[src/hdl/histogram_peak_contrast_stretch_defines.svh]
// Assertion macros shared by the contrast stretch RTL.
`ifndef HISTOGRAM_PEAK_CONTRAST_STRETCH_DEFINES_SVH
`define HISTOGRAM_PEAK_CONTRAST_STRETCH_DEFINES_SVH
`ifndef SYNTHESIS
`define HPCS_ASSERT_IMPL(name, ante, cons) \
   name: assert property (@(posedge clock) disable iff (reset) (ante) |-> (cons)) \
      else $error("assertion failed: same-cycle implication");
`define HPCS_ASSERT_NEXT(name, ante, cons) \
   name: assert property (@(posedge clock) disable iff (reset) (ante) |=> (cons)) \
      else $error("assertion failed: next-cycle implication");
`else
`define HPCS_ASSERT_IMPL(name, ante, cons)
`define HPCS_ASSERT_NEXT(name, ante, cons)
`endif
`endif

[src/hdl/hpcs_pkg.sv]
// Shared constants and types of the histogram peak contrast stretch.
package hpcs_pkg;

   localparam int COUNT_WIDTH = 20;
   localparam int PIX_W       = 8;
   localparam int CSR_IDX_W   = 2;

   localparam logic [COUNT_WIDTH-1:0] CNT_MAX  = {COUNT_WIDTH{1'b1}};
   localparam logic [PIX_W-1:0]       LAST_BIN = {PIX_W{1'b1}};

   localparam logic CMD_COUNT = 1'b0;
   localparam logic CMD_MAP   = 1'b1;

   localparam logic KIND_MAP    = 1'b0;
   localparam logic KIND_REPORT = 1'b1;

   localparam logic [CSR_IDX_W-1:0] CSR_LOW_OFFSET  = 2'd0;
   localparam logic [CSR_IDX_W-1:0] CSR_HIGH_OFFSET = 2'd1;
   localparam logic [CSR_IDX_W-1:0] CSR_KNEE_LEVEL  = 2'd2;

   localparam logic [PIX_W-1:0] RST_LOW_OFFSET  = 8'd60;
   localparam logic [PIX_W-1:0] RST_HIGH_OFFSET = 8'd10;
   localparam logic [PIX_W-1:0] RST_KNEE_LEVEL  = 8'd250;

   typedef struct packed {
      logic             count;
      logic             last;
      logic [PIX_W-1:0] pixel;
   } hist_cmd_type;

   typedef struct packed {
      logic             busy;
      logic             done;
      logic [PIX_W-1:0] peak;
   } hist_stat_type;

   typedef struct packed {
      logic             en;
      logic [PIX_W-1:0] addr;
      logic [PIX_W-1:0] data;
   } lut_wr_type;

endpackage

[src/hdl/hpcs_build.sv]
// Table builder: knee points, per-segment slope division, incremental segment drawing.
`include "histogram_peak_contrast_stretch_defines.svh"
module hpcs_build (
   input  logic                       clock,
   input  logic                       reset,
   input  logic                       start,
   input  logic [hpcs_pkg::PIX_W-1:0] peak,
   input  logic [hpcs_pkg::PIX_W-1:0] low_offset,
   input  logic [hpcs_pkg::PIX_W-1:0] high_offset,
   input  logic [hpcs_pkg::PIX_W-1:0] knee_level,
   output hpcs_pkg::lut_wr_type       wr,
   output logic                       done
);

   typedef enum logic [4:0] {
      B_IDLE  = 5'b00001,
      B_SETUP = 5'b00010,
      B_DIV   = 5'b00100,
      B_RUN   = 5'b01000,
      B_LAST  = 5'b10000
   } build_state_type;

   localparam logic [1:0] SEG_LOW  = 2'd0;
   localparam logic [1:0] SEG_MID  = 2'd1;
   localparam logic [1:0] SEG_HIGH = 2'd2;

   build_state_type            state_ff;
   logic [1:0]                 seg_ff;
   logic [hpcs_pkg::PIX_W-1:0] a_ff, b_ff, k_ff;
   logic [hpcs_pkg::PIX_W-1:0] x0_ff, x1_ff, den_ff, base_ff;
   logic                       inc_ff;
   logic [hpcs_pkg::PIX_W-1:0] div_n_ff, div_r_ff;
   logic [2:0]                 div_cnt_ff;
   logic [hpcs_pkg::PIX_W-1:0] q_ff, r_ff, t_ff;
   logic                       done_ff;

   logic [hpcs_pkg::PIX_W-1:0] x0, y0, x1, y1, den, dy, base;
   logic                       inc;
   logic [hpcs_pkg::PIX_W:0]   b_sum;
   logic [hpcs_pkg::PIX_W:0]   r_sh, r_sum;
   logic                       ge, cy;

   always_comb begin
      case (seg_ff)
         SEG_LOW: begin
            x0 = '0;
            y0 = '0;
            x1 = a_ff;
            y1 = a_ff;
         end
         SEG_MID: begin
            x0 = a_ff;
            y0 = a_ff;
            x1 = b_ff;
            y1 = k_ff;
         end
         default: begin
            x0 = b_ff;
            y0 = k_ff;
            x1 = hpcs_pkg::LAST_BIN;
            y1 = hpcs_pkg::LAST_BIN;
         end
      endcase
      den   = x1 - x0;
      inc   = (y1 >= y0);
      dy    = inc ? (y1 - y0) : (y0 - y1);
      base  = inc ? y0 : y1;
      b_sum = {1'b0, peak} + {1'b0, high_offset};
      r_sh  = {div_r_ff, div_n_ff[hpcs_pkg::PIX_W-1]};
      ge    = (r_sh >= {1'b0, den_ff});
      r_sum = {1'b0, r_ff} + {1'b0, div_r_ff};
      cy    = (r_sum >= {1'b0, den_ff});
   end

   always_ff @(posedge clock) begin
      if (reset) begin
         state_ff <= B_IDLE;
         done_ff  <= 1'b0;
      end else begin
         done_ff <= 1'b0;
         unique case (state_ff)
            B_IDLE: begin
               if (start) begin
                  state_ff <= B_SETUP;
               end
            end
            B_SETUP: begin
               if (den != '0) begin
                  state_ff <= B_DIV;
               end else if (seg_ff == SEG_HIGH) begin
                  state_ff <= B_LAST;
               end
            end
            B_DIV: begin
               if (div_cnt_ff == 3'd7) begin
                  state_ff <= B_RUN;
               end
            end
            B_RUN: begin
               if (t_ff == den_ff) begin
                  state_ff <= (seg_ff == SEG_HIGH) ? B_LAST : B_SETUP;
               end
            end
            B_LAST: begin
               done_ff  <= 1'b1;
               state_ff <= B_IDLE;
            end
            default: begin
               state_ff <= B_IDLE;
            end
         endcase
      end
   end

   always_ff @(posedge clock) begin
      case (state_ff)
         B_IDLE: begin
            seg_ff <= SEG_LOW;
            a_ff   <= (peak >= low_offset) ? (peak - low_offset) : '0;
            b_ff   <= b_sum[hpcs_pkg::PIX_W] ? hpcs_pkg::LAST_BIN : b_sum[hpcs_pkg::PIX_W-1:0];
            k_ff   <= knee_level;
         end
         B_SETUP: begin
            x0_ff      <= x0;
            x1_ff      <= x1;
            den_ff     <= den;
            inc_ff     <= inc;
            base_ff    <= base;
            div_n_ff   <= dy;
            div_r_ff   <= '0;
            div_cnt_ff <= '0;
            if (den == '0) begin
               seg_ff <= seg_ff + 2'd1;
            end
         end
         B_DIV: begin
            div_r_ff   <= ge ? hpcs_pkg::PIX_W'(r_sh - {1'b0, den_ff})
                             : r_sh[hpcs_pkg::PIX_W-1:0];
            div_n_ff   <= {div_n_ff[hpcs_pkg::PIX_W-2:0], ge};
            div_cnt_ff <= div_cnt_ff + 3'd1;
            q_ff       <= '0;
            r_ff       <= '0;
            t_ff       <= '0;
         end
         B_RUN: begin
            r_ff <= cy ? hpcs_pkg::PIX_W'(r_sum - {1'b0, den_ff}) : r_sum[hpcs_pkg::PIX_W-1:0];
            q_ff <= q_ff + div_n_ff + hpcs_pkg::PIX_W'(cy);
            t_ff <= t_ff + hpcs_pkg::PIX_W'(1);
            if (t_ff == den_ff) begin
               seg_ff <= seg_ff + 2'd1;
            end
         end
         default: begin
         end
      endcase
   end

   always_comb begin
      wr.en   = 1'b0;
      wr.addr = inc_ff ? (x0_ff + t_ff) : (x1_ff - t_ff);
      wr.data = q_ff + base_ff;
      if (state_ff == B_RUN) begin
         wr.en = inc_ff ? (t_ff != den_ff) : (t_ff != '0);
      end else if (state_ff == B_LAST) begin
         wr.en   = 1'b1;
         wr.addr = hpcs_pkg::LAST_BIN;
         wr.data = hpcs_pkg::LAST_BIN;
      end
   end

   assign done = done_ff;

   `HPCS_ASSERT_IMPL(a_run_remainder, state_ff == B_RUN, r_ff < den_ff && t_ff <= den_ff)

endmodule

[config.mk]
export PLATFORM = sky130hd
export DESIGN_NAME = hpcs_build
export DESIGN_NICKNAME = d
export VERILOG_FILES = /design/src/hdl/hpcs_pkg.sv /design/src/hdl/hpcs_build.sv
export VERILOG_INCLUDE_DIRS = /design/src /design/src/hdl
export SDC_FILE = /design/constraint.sdc
export NUM_CORES = 1
export LEC_CHECK = 0
export BUFFER_PORTS_ARGS = -buffer_cell sky130_fd_sc_hd__buf_4
export CAP_MARGIN = 10
export CORE_MARGIN = 2
export CORE_UTILIZATION = 29
export CTS_CLUSTER_DIAMETER = 200
export DETAILED_ROUTE_END_ITERATION = 12
export GPL_TIMING_DRIVEN = 0
export PLACE_DENSITY = 0.44
export SLEW_MARGIN = 20
export SYNTH_ARGS = -nofsm -noshare
export SYNTH_HDL_FRONTEND = slang
export SYNTH_SLANG_ARGS = --single-unit
[constraint.sdc]
create_clock -name clock -period 10 [get_ports clock]
set_input_delay 1 -clock clock [delete_from_list [all_inputs] [get_ports clock]]
set_output_delay 1 -clock clock [all_outputs]
set_load 0.01 [all_outputs]
# Word level (Yosys, flattened, before mapping)
# Cells that the tools add are included.
# Widths: inputs -> output; s select.
# word_totals
elab_cells	91
out_inout_bits	18
input_bits	35
regBits	108
# op_classes
add_sub_neg	16
n_eq_ne	15
n_reduce_logical	9
magnitude_cmp	4
n_mux	30
# ops
cell	count
$pmux 8 s2	9
$sub 8x8->8	7
$mux 8	5
$mux 5	6
$add 8x8->8	3
$pmux 5 s4	1
$add 8x8->9	2
$ge 9x8->1	2
$mux 17	1
$ge 8x8->1	2
$mux 16	1
$reduce_bool 8->1	2
$add 8x1->8	1
$add 8x1->8 const B	1
$eq 8x8->1	1
$logic_not 8->1	1
$ne 2x2->1 const B	4
$ne 8x8->1	1
$pmux 2 s3	1
$pmux 3 s2	1
$eq 5x1->1 const B	1
$eq 5x2->1 const B	1
$eq 5x3->1 const B	1
$eq 5x4->1 const B	1
other kinds (14)	18

# Longest topological paths before layout
# logic_depth
ltp_word	6
depth_mapped	22
depth_no_buf	21

# Worst setup path after synthesis
# No wires, ideal clock.
# synth_path
kind	reg2reg
startpoint	register div_r_ff[0] in the netlist's numbering
endpoint	register q_ff[6] in the netlist's numbering (data pin)
path_buffers	1
stages_incl_launch_ff	22
path_slack_ns	5.776
period_less_slack_ns	4.224
required_ns	9.734
t_arrival_ns	3.958
setup_ns	0.266
path_cell_list	edfxtp_1 ha_1 fa_1 a21o_1 a21oi_1 xnor2_1 ha_1 o21a_1 o31ai_4 a21oi_2 or3_4 buf_6 inv_1 fa_1 fa_1 nor2b_1 o21ai_0 nand2b_1 a21o_1 a21oi_1 xor2_1 nor2_1
# synth_between
elab_chain_cells	4
# synth_rtl
element	line_no	rtl
from (decl)	hpcs_build.sv:32	logic [hpcs_pkg::PIX_W-1:0] div_n_ff, div_r_ff;
from (signal assigned)	hpcs_build.sv:137	div_r_ff <= ge ? hpcs_pkg::PIX_W'(r_sh - {1'b0, den_ff})
$add 8x8->9	hpcs_build.sv:71	r_sum = {1'b0, r_ff} + {1'b0, div_r_ff};
$ge 9x8->1	hpcs_build.sv:72	cy = (r_sum >= {1'b0, den_ff});
$add 8x1->8	hpcs_build.sv:147	q_ff <= q_ff + div_n_ff + hpcs_pkg::PIX_W'(cy);
$pmux 8 s2	hpcs_build.sv:116	case (state_ff)
to (signal assigned)	hpcs_build.sv:147	
to (decl)	hpcs_build.sv:34	logic [hpcs_pkg::PIX_W-1:0] q_ff, r_ff, t_ff;
# No other way between the ends.
# A chain may end at the register's enable or synchronous reset.

# Worst setup path in the final report
# layout_path
startpoint	register div_r_ff[3] in the netlist's numbering
endpoint	register q_ff[6] in the netlist's numbering (data pin)
# Same word-level chain as after synthesis.

==> qor_table.md <==
| Stage | Result | Value |
| --- | --- | --- |
| clock network | Clk pin slew, worst setup/hold paths | 0.07 ns |
| critical path | Crit-path max FO | 10 |
| place | Total of buffers placed on input and output ports | 52 |
| timing | Number of setup violations in the final report | 0 |
| floorplan | Num rows | 62 |
| power and ir drop | Tot Pwr | 0.00272 W |
| cells and area | Final std cell area, no fill | 0.00957 sq mm |
| cells and area | Fraction of layout instances using a drive strength above 1 | 9.61% |
| synthesis | Flip-flop cell with the highest count after synthesis | sky130_fd_sc_hd__edfxtp_1 |
| floorplan | Core area | 0.0286 sq mm |
| timing | Final period utilization | 47.6% |
| critical path | Critical path endpoint category | register |
| clock network | Number of buffers added by the clock tree synthesis step | 9 |
| global routing | Total routing usage reported by global routing | 14.1% |
| global routing | Vias in the first global route | 6,174 |
| clock network | Clock tree from TritonCTS | built |
| synthesis | Biggest area contributors in the synthesized netlist | sky130_fd_sc_hd__edfxtp_1 (36%), sky130_fd_sc_hd__ha_1 (14%), sky130_fd_sc_hd__xnor2_1 (4.7%) |
| floorplan | Area of the die | 0.0304 sq mm |
| power and ir drop | Maximum vdd ir drop | 0.000133 V |
| synthesis | Mean Syn Cell Area | 9.68 sq um |
| global routing | First-pass GRT wire length | 33,500 um |
| floorplan | Initial cell density of the core | 29.4% |
| global routing | Largest net degree at the start of global routing | 35 |
| timing | Count of endpoints failing hold in the final timing report | 0 |
| timing | Fmax | 210 MHz |
| clock network | Buffers inserted during post-CTS setup optimization | 0 |
| cells and area | Final Non-Filler Cells | 1,321 |
| timing | Worst-margin pin slew | 0.930 ns |
| timing | Slew margin rel. | 37.9% |
| synthesis | Sequential share of the synthesized area | 37.8% |
| clock network | H-tree lvl count | 3 |
| detailed routing | Number of DRC violations after detailed routing | 0 |
| cells and area | Diodes inserted | 0 |
| cells and area | Count of fill cells added during filler insertion | 2,975 |
| detailed routing | Final antenna-violating net count | 0 |
| synthesis | Number of standard cells after synthesis | 869 |
| hold path | HP Class | reg2reg |
| synthesis | Nets in the synthesized netlist | 1,013 |
| clock network | Buffer cell driving the clock tree root | sky130_fd_sc_hd__clkbuf_16 |
| detailed routing | Sum of routed wire length over all layers | 20,700 um |
| critical path | Kind of launch point of the worst setup path | register |
| detailed routing | Detailed-route via count | 6,223 |
| run status | Outcome | finished clean |
| floorplan | Number of primary I/O pins | 53 |
| synthesis | Number of distinct standard cells referenced by the synthesized netlist | 62 |
| timing | Fin crit period | 4.76 ns |
| timing | Accumulated negative setup slack | 0 ns |
| cells and area | Net total in the final layout | 1,076 |
| synthesis | Proportion of register bits with asynchronous set or reset after synthesis | 0% |
| timing | Max Slew Vio Count | 0 |
| critical path | WP data required | 10.08 ns |
| place | Placer congestion estimate | 0.793 |
| place | Total placed cells including tap cells | 1,305 |
| clock network | Cts hold-fix bufs | 0 |
| synthesis | Area share of the leading cell type in the synthesized netlist | 36.4% |
| power and ir drop | Static Leak | 3.97 nW |
| clock network | Maximum clock path buffer count | 2 |
| synthesis | Most used standard cells in the synthesized netlist | sky130_fd_sc_hd__edfxtp_1 (102), sky130_fd_sc_hd__ha_1 (96), sky130_fd_sc_hd__inv_1 (82), sky130_fd_sc_hd__nor2_1 (71), sky130_fd_sc_hd__nand2_1 (59) |
| job | Max cap viols | 0 |
| global routing | Total grt overflow | 0 |
| floorplan | Overall die height | 174 um |
| synthesis | Mapped Area | 0.00841 sq mm |
| synthesis | Post-synth EDFFs | 102 |
| power and ir drop | Power per standard cell area | 284 mW/mm^2 |
| place | Placed cell area | 0.00928 sq mm |
| floorplan | Horizontal extent of the die | 174 um |
| synthesis | Post-synthesis register bit count | 108 |
| global routing | Number of antenna violations at the first check in global routing | 0 |
| critical path | Crit path kind | reg2reg |
| timing | Setup repair after global routing missed its margin | no |
| synthesis | Syn. warnings | 0 |
| detailed routing | Detailed-route wire length per cell | 15.7 um |
| critical path | Worst path arrival time | 4.84 ns |
| detailed routing | Initial DRC count | 330 |
| place | Placed wire-length estimate | 16,800 um |
| timing | Clock skew after layout | 0.00724 ns |
| clock network | Count of clock tree sinks | 108 |
| clock network | Clock latency on the worst-skew pair | 0.35 ns |
| synthesis | Most repeated cell in the gate-level netlist after synthesis | sky130_fd_sc_hd__edfxtp_1 |
| detailed routing | Detailed-router iteration count before antenna repair | 5 |
| detailed routing | Via count normalized by instance count | 4.71 |
| synthesis | Post-synthesis cell type with the largest combined area | sky130_fd_sc_hd__edfxtp_1 |
| clock network | Post-cts sizing count | 0 |
| cells and area | Relative area change from synthesis to final layout | 13.8% |
-- layout by cell type (no fill, tap or decap), types with 18 or more instances in the layout --
cell type	n
sky130_fd_sc_hd__xnor2_1	45
sky130_fd_sc_hd__a21oi_1	58
sky130_fd_sc_hd__nand2_1	58
sky130_fd_sc_hd__o21ai_0	47
sky130_fd_sc_hd__xor2_1	21
sky130_fd_sc_hd__nor3_1	20
sky130_fd_sc_hd__nand2b_1	20
sky130_fd_sc_hd__inv_1	81
sky130_fd_sc_hd__ha_1	96
sky130_fd_sc_hd__nand3_1	19
sky130_fd_sc_hd__nor2_1	71
sky130_fd_sc_hd__a21o_1	18
sky130_fd_sc_hd__nor2b_1	22
sky130_fd_sc_hd__edfxtp_1	102
sky130_fd_sc_hd__buf_4	53
-- layer usage --
layer  vias up  wire length (um)  global-route usage, %
li1       3230                 -                      -
met2        59              9840                   23.5
met4         0               233                   3.40
met3        10               369                   1.92
met5         -                 0                      0
met1      2924             10200                   19.3
-- power by group --
part | internal, W | leakage [nW] | switching (W) | total [W]
Sequential | 0.000676 | 0.972 | 0.0000532 | 0.000729
Clock | 0.000192 | 0.137 | 0.000165 | 0.000357
Combinational | 0.000658 | 2.86 | 0.000976 | 0.00163
Total | 0.00153 | 3.97 | 0.00119 | 0.00272
-- critical path, stage by stage (launching register included) --
cell,delay [ns]
sky130_fd_sc_hd__edfxtp_1,0.45
sky130_fd_sc_hd__ha_1,0.39
sky130_fd_sc_hd__and2_1,0.18
sky130_fd_sc_hd__o21ai_0,0.23
sky130_fd_sc_hd__nand2_1,0.08
sky130_fd_sc_hd__nor2_1,0.11
sky130_fd_sc_hd__xnor2_1,0.15
sky130_fd_sc_hd__ha_1,0.32
sky130_fd_sc_hd__and4_1,0.24
sky130_fd_sc_hd__a31oi_1,0.24
sky130_fd_sc_hd__a21oi_2,0.09
sky130_fd_sc_hd__or3_4,0.41
sky130_fd_sc_hd__buf_6,0.17
sky130_fd_sc_hd__inv_1,0.07
sky130_fd_sc_hd__fa_1,0.22
sky130_fd_sc_hd__fa_1,0.22
sky130_fd_sc_hd__nor2b_1,0.07
sky130_fd_sc_hd__o21ai_0,0.15
sky130_fd_sc_hd__nand2b_1,0.12
sky130_fd_sc_hd__a21o_1,0.20
sky130_fd_sc_hd__a21oi_1,0.16
sky130_fd_sc_hd__xor2_1,0.17
sky130_fd_sc_hd__nor2_1,0.05
-- path summary, 6_finish.rpt --
check	slack [ns]	cells after the start	from	to
worst max-delay path	5.24	22	div_r_ff[3]	q_ff[6]
worst min-delay path	0.60	2	b_ff[3]	x1_ff[3]
worst max register to register	5.24	22	div_r_ff[3]	q_ff[6]
worst min register to register	0.60	2	b_ff[3]	x1_ff[3]
-- through the flow --
stage | setup slack (ns) | hold slack, ns | util, %
CTS | 5.19 | 0.597 | 33.4
global placement | 5.25 | 0.559 | 32.4
detailed placement | 5.23 | 0.580 | 32.4
floorplan | 5.78 | 0.522 | -
global route | 4.79 | 0.606 | 33.4
finish | 5.24 | 0.599 | 33.4
-- kinds of logic (layout without fill, tap and decap cells) --
| group | count (synthesis) | in the layout | synth area share (%) |
|---|---|---|---|
| AO/OA/AOI/OAI | 209 | 209 | 16.3 |
| adder cells (fa/ha/maj) | 109 | 109 | 17.4 |
| flip-flops | 108 | 108 | 37.8 |
| buffers and inverters | 108 | 176 | 5.04 |
| XOR/XNOR | 66 | 66 | 6.87 |
| multiplexers | 13 | 13 | 1.56 |
| AND/OR/NAND/NOR | 256 | 256 | 15.0 |
-- area by class of cell --
type | count | area, sq um | share of cell area [%]
multi-input cells | 653 | 4810 | 50.2
flip-flops and latches | 108 | 3180 | 33.3
well taps | 384 | 480 | 5.02
repair buffers | 52 | 390 | 4.08
inverters | 82 | 308 | 3.22
clock buffers | 10 | 229 | 2.39
plain buffers | 26 | 116 | 1.22
clock inverters | 6 | 55.1 | 0.575
Note: power is estimated with default switching activity, not from simulation.
